===== src/hw/rtl/bsck_pkg.sv =====
// Shared types, codes and sizes for the keyed byte stream cipher.
`default_nettype none

package bsck_pkg;

    // Setup lengths and mix length
    localparam int KEY_LEN     = 64;
    localparam int NONCE_LEN   = 16;
    localparam int MIX_ROUNDS  = 256;

    // State memory geometry
    localparam int STATE_BYTES = 64;
    localparam int ADDR_W      = $clog2(STATE_BYTES);

    // Setup counters are at least as wide as a state address
    localparam int KEY_CNT_W   = ($clog2(KEY_LEN) > ADDR_W) ? $clog2(KEY_LEN) : ADDR_W;
    localparam int NONCE_CNT_W = ($clog2(NONCE_LEN) > ADDR_W) ? $clog2(NONCE_LEN) : ADDR_W;
    localparam int ROUND_W     = 8;

    typedef logic [ADDR_W-1:0]      addr_t;
    typedef logic [7:0]             byte_t;
    typedef logic [KEY_CNT_W-1:0]   key_cnt_t;
    typedef logic [NONCE_CNT_W-1:0] nonce_cnt_t;
    typedef logic [ROUND_W-1:0]     round_t;

    localparam key_cnt_t   KEY_LAST   = KEY_CNT_W'(KEY_LEN - 1);
    localparam nonce_cnt_t NONCE_LAST = NONCE_CNT_W'(NONCE_LEN - 1);
    localparam round_t     ROUND_LAST = ROUND_W'(MIX_ROUNDS - 1);

    // Request commands
    localparam logic [1:0] CMD_KEY     = 2'd0;
    localparam logic [1:0] CMD_NONCE   = 2'd1;
    localparam logic [1:0] CMD_DATA    = 2'd2;
    localparam logic [1:0] CMD_RESTART = 2'd3;

    // Setup phases
    localparam logic [1:0] PHASE_KEY   = 2'd0;
    localparam logic [1:0] PHASE_NONCE = 2'd1;
    localparam logic [1:0] PHASE_READY = 2'd2;

    // Result status
    localparam logic [1:0] ST_OK        = 2'd0;
    localparam logic [1:0] ST_NOT_READY = 2'd1;
    localparam logic [1:0] ST_ORDER     = 2'd2;

    // Control from the sequencer to the state memory
    typedef struct packed {
        logic  clear;
        logic  we;
        addr_t waddr;
        byte_t wdata;
        addr_t raddr_a;
        addr_t raddr_b;
    } ram_req_t;

endpackage

`default_nettype wire


===== src/hw/rtl/bsck_state_ram.sv =====
// 64-byte cipher state memory: one write port, two registered read ports.
`default_nettype none

module bsck_state_ram
    import bsck_pkg::*;
(
    input  wire logic     clk,
    input  wire logic     rst_n,
    input  wire ram_req_t req,
    output logic [7:0]    rdata_a,
    output logic [7:0]    rdata_b
);

    byte_t                   state_mem [STATE_BYTES];
    logic [STATE_BYTES-1:0]  valid_reg;
    byte_t                   rdata_a_reg;
    byte_t                   rdata_b_reg;

    // Array write
    always_ff @(posedge clk)
    begin
        if (req.we)
        begin
            state_mem[req.waddr] <= req.wdata;
        end
    end

    // Entry valid bits; an entry never written since clear reads as zero
    always_ff @(posedge clk or negedge rst_n)
    begin
        if (!rst_n)
        begin
            valid_reg <= '0;
        end
        else if (req.clear)
        begin
            valid_reg <= '0;
        end
        else if (req.we)
        begin
            valid_reg[req.waddr] <= 1'b1;
        end
    end

    // Registered reads, write-first on an address match
    always_ff @(posedge clk)
    begin
        if (req.we && (req.waddr == req.raddr_a))
        begin
            rdata_a_reg <= req.wdata;
        end
        else
        begin
            rdata_a_reg <= valid_reg[req.raddr_a] ? state_mem[req.raddr_a] : 8'h00;
        end

        if (req.we && (req.waddr == req.raddr_b))
        begin
            rdata_b_reg <= req.wdata;
        end
        else
        begin
            rdata_b_reg <= valid_reg[req.raddr_b] ? state_mem[req.raddr_b] : 8'h00;
        end
    end

    assign rdata_a = rdata_a_reg;
    assign rdata_b = rdata_b_reg;

endmodule

`default_nettype wire


===== src/hw/rtl/byte_stream_cipher_keyed_nonce.sv =====
// Top level of the keyed byte stream cipher: request sequencer around the state memory.
//
//   channel | direction | handshake              | payload
//   --------+-----------+------------------------+---------------------------
//   input   | in        | in_valid / in_ready    | command, in_byte, last_item
//   output  | out       | out_valid / out_ready  | out_byte, last_out, status
//
// A key, nonce or data request reads the state memory, then modifies it and
// writes it back. Error and restart requests complete in the idle state.
// The last key byte and the last nonce byte each start MIX_ROUNDS mix rounds,
// one mix round per cycle through the single read-modify-write path of the memory.
// Reset and restart clear the state at once through per-entry valid bits.
// A request is taken only while the sequencer is idle and the output register
// is empty or being emptied in the same cycle.
`default_nettype none

module byte_stream_cipher_keyed_nonce
    import bsck_pkg::*;
(
    input  wire logic       clk,
    input  wire logic       rst_n,
    input  wire logic       in_valid,
    output logic            in_ready,
    input  wire logic [1:0] command,
    input  wire logic [7:0] in_byte,
    input  wire logic       last_item,
    output logic            out_valid,
    input  wire logic       out_ready,
    output logic [7:0]      out_byte,
    output logic            last_out,
    output logic [1:0]      status
);

    // Sequencer states
    localparam logic [1:0] S_IDLE = 2'd0;
    localparam logic [1:0] S_RMW  = 2'd1;
    localparam logic [1:0] S_MIX  = 2'd2;

    logic [1:0] state_reg,  state_next;
    logic [1:0] cmd_reg,    cmd_next;
    byte_t      byte_reg,   byte_next;
    logic       last_reg,   last_next;
    byte_t      acc_reg,    acc_next;
    addr_t      pos_reg,    pos_next;
    byte_t      bcnt_reg,   bcnt_next;
    key_cnt_t   kcnt_reg,   kcnt_next;
    nonce_cnt_t ncnt_reg,   ncnt_next;
    logic [1:0] phase_reg,  phase_next;
    round_t     round_reg,  round_next;
    logic       out_valid_reg, out_valid_next;
    byte_t      out_byte_reg,  out_byte_next;
    logic       last_out_reg,  last_out_next;
    logic [1:0] status_reg,    status_next;

    ram_req_t   ram_req;
    byte_t      rdata_a;
    byte_t      rdata_b;
    logic       in_fire;

    // Datapath values for the write-back cycle
    addr_t      absorb_idx;
    byte_t      absorb_val;
    byte_t      data_val;
    byte_t      data_acc;
    byte_t      mix_val;
    byte_t      mix_acc;

    bsck_state_ram u_state_ram (
        .clk     (clk),
        .rst_n   (rst_n),
        .req     (ram_req),
        .rdata_a (rdata_a),
        .rdata_b (rdata_b)
    );

    assign in_ready = (state_reg == S_IDLE) && (!out_valid_reg || out_ready);
    assign in_fire  = in_valid && in_ready;

    assign absorb_idx = (cmd_reg == CMD_KEY) ? kcnt_reg[ADDR_W-1:0] : ncnt_reg[ADDR_W-1:0];
    assign absorb_val = rdata_a + byte_reg;
    assign data_val   = rdata_a + rdata_b + acc_reg;
    assign data_acc   = acc_reg + data_val + bcnt_reg;
    assign mix_val    = rdata_a + acc_reg;
    assign mix_acc    = acc_reg + mix_val + round_reg;

    // Sequencer and next-state logic
    always_comb
    begin
        state_next     = state_reg;
        cmd_next       = cmd_reg;
        byte_next      = byte_reg;
        last_next      = last_reg;
        acc_next       = acc_reg;
        pos_next       = pos_reg;
        bcnt_next      = bcnt_reg;
        kcnt_next      = kcnt_reg;
        ncnt_next      = ncnt_reg;
        phase_next     = phase_reg;
        round_next     = round_reg;
        out_valid_next = out_valid_reg && !out_ready;
        out_byte_next  = out_byte_reg;
        last_out_next  = last_out_reg;
        status_next    = status_reg;
        ram_req        = '0;

        unique case (state_reg)
            S_IDLE:
            begin
                if (in_fire)
                begin
                    cmd_next  = command;
                    byte_next = in_byte;
                    last_next = last_item;
                    unique case (command)
                        CMD_RESTART:
                        begin
                            ram_req.clear = 1'b1;
                            acc_next      = '0;
                            pos_next      = '0;
                            bcnt_next     = '0;
                            kcnt_next     = '0;
                            ncnt_next     = '0;
                            phase_next    = PHASE_KEY;
                        end
                        CMD_KEY:
                        begin
                            if (phase_reg != PHASE_KEY)
                            begin
                                out_valid_next = 1'b1;
                                out_byte_next  = '0;
                                last_out_next  = 1'b0;
                                status_next    = ST_ORDER;
                            end
                            else
                            begin
                                ram_req.raddr_a = kcnt_reg[ADDR_W-1:0];
                                state_next      = S_RMW;
                            end
                        end
                        CMD_NONCE:
                        begin
                            if (phase_reg != PHASE_NONCE)
                            begin
                                out_valid_next = 1'b1;
                                out_byte_next  = '0;
                                last_out_next  = 1'b0;
                                status_next    = ST_ORDER;
                            end
                            else
                            begin
                                ram_req.raddr_a = ncnt_reg[ADDR_W-1:0];
                                state_next      = S_RMW;
                            end
                        end
                        default:
                        begin
                            // data request
                            if (phase_reg != PHASE_READY)
                            begin
                                out_valid_next = 1'b1;
                                out_byte_next  = '0;
                                last_out_next  = last_item;
                                status_next    = ST_NOT_READY;
                            end
                            else
                            begin
                                ram_req.raddr_a = pos_reg;
                                ram_req.raddr_b = pos_reg + 1'b1;
                                state_next      = S_RMW;
                            end
                        end
                    endcase
                end
            end

            S_RMW:
            begin
                if (cmd_reg == CMD_DATA)
                begin
                    // keystream byte and result
                    ram_req.we     = 1'b1;
                    ram_req.waddr  = pos_reg;
                    ram_req.wdata  = data_val;
                    acc_next       = data_acc;
                    out_valid_next = 1'b1;
                    out_byte_next  = byte_reg ^ (data_acc ^ data_val);
                    last_out_next  = last_reg;
                    status_next    = ST_OK;
                    pos_next       = pos_reg + 1'b1;
                    bcnt_next      = bcnt_reg + 1'b1;
                    state_next     = S_IDLE;
                end
                else
                begin
                    // absorb a key or nonce byte
                    ram_req.we    = 1'b1;
                    ram_req.waddr = absorb_idx;
                    ram_req.wdata = absorb_val;
                    acc_next      = acc_reg + absorb_val;
                    state_next    = S_IDLE;
                    if (cmd_reg == CMD_KEY)
                    begin
                        kcnt_next = kcnt_reg + 1'b1;
                        if (kcnt_reg == KEY_LAST)
                        begin
                            phase_next = PHASE_NONCE;
                            state_next = S_MIX;
                        end
                    end
                    else
                    begin
                        ncnt_next = ncnt_reg + 1'b1;
                        if (ncnt_reg == NONCE_LAST)
                        begin
                            phase_next = PHASE_READY;
                            state_next = S_MIX;
                        end
                    end
                    // first mix round reads entry zero, forwarded if just written
                    ram_req.raddr_a = '0;
                    round_next      = '0;
                end
            end

            S_MIX:
            begin
                // one mix round per cycle; next round's read overlaps this write
                ram_req.we      = 1'b1;
                ram_req.waddr   = round_reg[ADDR_W-1:0];
                ram_req.wdata   = mix_val;
                acc_next        = mix_acc;
                ram_req.raddr_a = round_reg[ADDR_W-1:0] + 1'b1;
                round_next      = round_reg + 1'b1;
                if (round_reg == ROUND_LAST)
                begin
                    state_next = S_IDLE;
                end
            end

            default:
            begin
                state_next = S_IDLE;
            end
        endcase
    end

    // Control and cipher state registers
    always_ff @(posedge clk or negedge rst_n)
    begin
        if (!rst_n)
        begin
            state_reg     <= S_IDLE;
            acc_reg       <= '0;
            pos_reg       <= '0;
            bcnt_reg      <= '0;
            kcnt_reg      <= '0;
            ncnt_reg      <= '0;
            phase_reg     <= PHASE_KEY;
            round_reg     <= '0;
            out_valid_reg <= 1'b0;
        end
        else
        begin
            state_reg     <= state_next;
            acc_reg       <= acc_next;
            pos_reg       <= pos_next;
            bcnt_reg      <= bcnt_next;
            kcnt_reg      <= kcnt_next;
            ncnt_reg      <= ncnt_next;
            phase_reg     <= phase_next;
            round_reg     <= round_next;
            out_valid_reg <= out_valid_next;
        end
    end

    // Request and result payload registers
    always_ff @(posedge clk)
    begin
        cmd_reg      <= cmd_next;
        byte_reg     <= byte_next;
        last_reg     <= last_next;
        out_byte_reg <= out_byte_next;
        last_out_reg <= last_out_next;
        status_reg   <= status_next;
    end

    assign out_valid = out_valid_reg;
    assign out_byte  = out_byte_reg;
    assign last_out  = last_out_reg;
    assign status    = status_reg;

    // A ready data request yields its result after the write-back cycle
    assert property (@(posedge clk) disable iff (!rst_n)
        (in_fire && (command == CMD_DATA) && (phase_reg == PHASE_READY))
            |=> (state_reg == S_RMW) ##1 out_valid_reg)
        else $error("data request did not produce a result");

    // Setup stays complete until a restart request
    assert property (@(posedge clk) disable iff (!rst_n)
        ((phase_reg == PHASE_READY) && !(in_fire && (command == CMD_RESTART)))
            |=> (phase_reg == PHASE_READY))
        else $error("setup phase left ready without restart");

    // A mix only runs after the key stage has completed
    assert property (@(posedge clk) disable iff (!rst_n)
        (state_reg == S_MIX) |-> (phase_reg != PHASE_KEY))
        else $error("mix running while awaiting key bytes");

    // The state memory is never written while the sequencer is idle
    assert property (@(posedge clk) disable iff (!rst_n)
        ram_req.we |-> (state_reg != S_IDLE) && !ram_req.clear)
        else $error("state memory write outside a busy cycle");

endmodule

`default_nettype wire

===== config.mk =====
export PLATFORM = sky130hd
export DESIGN_NAME = byte_stream_cipher_keyed_nonce
export DESIGN_NICKNAME = d
export VERILOG_FILES = /design/src/hw/rtl/bsck_pkg.sv /design/src/hw/rtl/bsck_state_ram.sv /design/src/hw/rtl/byte_stream_cipher_keyed_nonce.sv
export SDC_FILE = /design/constraint.sdc
export NUM_CORES = 1
export LEC_CHECK = 0
export BUFFER_PORTS_ARGS = -buffer_cell sky130_fd_sc_hd__buf_2
export CAP_MARGIN = 20
export CORE_ASPECT_RATIO = 1.5
export CORE_MARGIN = 10
export CORE_UTILIZATION = 34
export CTS_CLUSTER_DIAMETER = 50
export DETAILED_ROUTE_END_ITERATION = 10
export PLACE_DENSITY = 0.47
export SYNTH_ARGS = -nofsm -noshare
export SYNTH_HDL_FRONTEND = slang
export SYNTH_SLANG_ARGS = --single-unit

===== constraint.sdc =====
create_clock -name clk -period 13.9 [get_ports clk]
set_clock_uncertainty 0.2 [all_clocks]
set_input_delay 1.39 -clock clk [delete_from_list [all_inputs] [get_ports clk]]
set_output_delay 1.39 -clock clk [all_outputs]
set_load 0.01 [all_outputs]

==> flow_summary.ini <==
[power]
p_comb_share_pct = 27.8
ir_worst_vdd_mv = 0.1019
p_leak_uw = 0.01364
power_density_nw_per_um2 = 155.0
power_uw = 6100
clkPwrFrac_pct = 32.9
p_seq_share_pct = 39.2
p_int_uw = 4016
p_sw_share_pct = 34.17
p_sw_uw = 2084

[finish]
seqCellArea_um2 = 19140
nets = 2990
fillers = 9799
final_common_cell = edfxtp_1
largest_register_ffs = 512
layout-drive-gt1-share_pct = 14.63
area_growth_pct = 12.50
multi_input_area_um2 = 14730
final_cell_mix = edfxtp_1 (534), nand2_1 (444), mux2i_1 (205)
fin_area_um2 = 39340
instances_no_fill = 4277

[global_route]
track_usage_pct = 23.89
overflow = 0
antenna_found_initial = 5
grt_pass1_wl_um = 197800
grt_pass1_vias = 26618
grt_max_degree = 121

[synthesis]
synthesis.nets = 2967
synthSimpleGateAreaFrac_pct = 10.79
synth_flop_cell = edfxtp_1
synth_cell_types = 96
synth.mux.area_fraction_pct = 13.53
synthCells = 2877
synth_top_family_by_area = multiplexers
synth_xor_area_share_pct = 2.175
synth_seq_cells = 661
ys_seq_area_share_pct = 54.71
synth-compound-area-share_pct = 11.90
yosys_warnings = 0
synth_edf_count = 534
syn_area_um2 = 34970
synthAdderAreaFrac_pct = 3.241
avgSynthCellArea_um2 = 12.16
async_reset_ff_share_pct = 16.79

[die]
die_h_um = 412.8
core_area_um2 = 102500
rows = 144
io_pins = 28
initial_core_util_pct = 34.11
die-area_um2 = 116400
dieWidth_um = 281.9

[sta]
finalCritPeriodShare_pct = 43.10
setup-tns-final_ns = 0
finalHoldViolations = 0
tightest_slew_ns = 1.202
timing.fmax_mhz = 166.9
slew-limit-headroom_pct = 19.25
rsz0062_at_grt = no
min_period_ns = 5.991
report.final.slew_viol_count = 0
setup_viol_count_final = 0

[clock_tree]
root_buffer = clkbuf_16
cts_sinks = 661
clk_pin_slew_ns = 0.07
cts_resized = 0
clkLatencyLatePin_ns = 0.67
cts_tree = built
clk_path_buf_depth = 3
cts_hold_buf = 0
postCtsSetupBuffers = 0
ctsHtreeMaxLevel = 3
cts_made_buffers = 75

[drt]
vias_per_cell = 6.107
drtPass1Iterations = 6
wl_per_cell_um = 32.73
wirelength_um = 140000
drt_iter0_drc = 2911
drc = 0
dr_total_vias = 26121
ant_nets = 0

[place]
place_congestion = 0.9213
dpl.hpwl_um = 93310
placed_area_um2 = 36790
port_buffers = 27
dp.cells = 4127

[setup_path]
worstPathMaxFanout = 114
startpoint_type = register
arrival_ns = 6.35
rr_startpoint = pos_reg[0]
worst-setup-path-type = register to register
startpoint = pos_reg[0]
worstSetupEndpointType = register
cp_data_required_time_ns = 14.26

[job]
drv_cap = 0

[min_path]
hold_start = u_state_ram.valid_reg[37]
holdCritPathClass = register to register

[run_status]
status = finished, final reports clean
==> cells in the mapped netlist (6+ instances only) <==
master | n | area [µm²]
a22o_1 | 13 | 113.9
a21oi_1 | 87 | 435.4
nor2b_1 | 16 | 100.1
a21o_1 | 11 | 82.58
xor2_1 | 27 | 236.5
dfxtp_1 | 16 | 320.3
and3_1 | 12 | 75.07
a32oi_1 | 9 | 78.83
a221oi_1 | 15 | 131.4
mux2_2 | 16 | 180.2
nor2_1 | 143 | 536.8
o21bai_1 | 6 | 45.04
buf_4 | 28 | 210.2
mux4_2 | 111 | 2500
a31oi_1 | 52 | 325.3
o21ai_1 | 7 | 35.03
edfxtp_1 | 534 | 16040
o2111ai_1 | 10 | 87.58
buf_2 | 72 | 360.4
nand4_1 | 14 | 87.58
a311oi_1 | 15 | 131.4
buf_6 | 9 | 101.4
a22oi_1 | 44 | 330.3
o21a_1 | 74 | 555.5
xnor2_1 | 58 | 508.0
nand2b_1 | 10 | 62.56
fa_1 | 26 | 520.5
mux2i_1 | 205 | 2052
o211ai_1 | 10 | 75.07
ha_1 | 49 | 613.1
a211oi_1 | 21 | 157.7
o21ai_0 | 70 | 350.3
o22ai_1 | 79 | 494.2
buf_1 | 15 | 56.30
nand2_1 | 444 | 1667
clkbuf_1 | 71 | 266.5
dfrtp_1 | 111 | 2778
o311ai_1 | 7 | 61.31
nand3_1 | 156 | 780.8
nor3_1 | 18 | 90.09
inv_1 | 73 | 274.0
o221ai_1 | 11 | 96.34
==> worst paths after layout <==
| path | to | cells after the start | slack [ns] |
|---|---|---|---|
| max in group asynchronous | u_state_ram.valid_reg[39] | 2 | 11.35 |
| setup reg to reg | u_state_ram.rdata_b[4] | 13 | 7.91 |
| hold reg to reg | u_state_ram.valid_reg[37] | 1 | 0.32 |
| setup / recovery | u_state_ram.rdata_b[4] | 13 | 7.91 |
| hold / removal | u_state_ram.valid_reg[37] | 1 | 0.32 |
| min in group asynchronous | kcnt_reg[5] | 1 | 0.59 |
==> layer usage <==
layer	up-vias	share of wire [%]	track usage (%)
li1	11001	-	-
met1	13308	34	25.29
met2	1382	49	40.44
met3	428	6.9	4.515
met4	2	9.8	20.78
met5	-	0.0093	0
==> final cells by class <==
class / instances / share of cell area [%]
inverter: 75 / 0.7156
clock inverter: 43 / 0.9763
timing repair buffer: 141 / 2.786
tap: 1314 / 4.179
clock buffer: 94 / 5.244
sequential: 661 / 48.64
multi-input combinational: 1946 / 37.44
antenna: 3 / 0.01908
==> critical path, cell delays in order (launching register included) <==
cell	delay [ns]
dfrtp_4	0.93
ha_1	0.54
xnor2_4	0.08
buf_4	0.30
nor4_4	0.47
buf_4	0.84
buf_12	0.63
mux2i_1	0.27
o22ai_1	0.12
o22ai_1	0.26
a211oi_1	0.08
or3_1	0.46
o211a_1	0.16
mux2_2	0.27
==> power by group through the flow <==
| stage | clock network (µW) | logic [µW] | registers (µW) |
|---|---|---|---|
| 2_1_floorplan | 0 | 1150 | 2360 |
| 3_5_place_dp | 0 | 1680 | 2430 |
| 6_report | 2010 | 1700 | 2390 |
| 3_3_place_gp | 0 | 1650 | 2430 |
| 4_1_cts | 2050 | 1690 | 2390 |
| 5_1_grt | 2130 | 1830 | 2400 |
==> logic make-up after synthesis <==
logic type      Yosys count
simple gates            853
flops                   661
compound gates          600
mux                     332
buf+inv                 270
xor+xnor                 86
fa+ha+maj                75
==> stage by stage <==
stage / setup WS [ns] / util, % / hold slack, ns
after floorplan: 9.022 / - / 0.2774
after global placement: 7.435 / 35.73 / 0.2929
after detailed placement: 7.610 / 35.89 / 0.2986
after CTS: 7.994 / 38.28 / 0.3148
after global routing: 7.761 / 38.37 / 0.3262
final: 7.909 / 38.38 / 0.3154
Power figures use the tool's default switching activity.
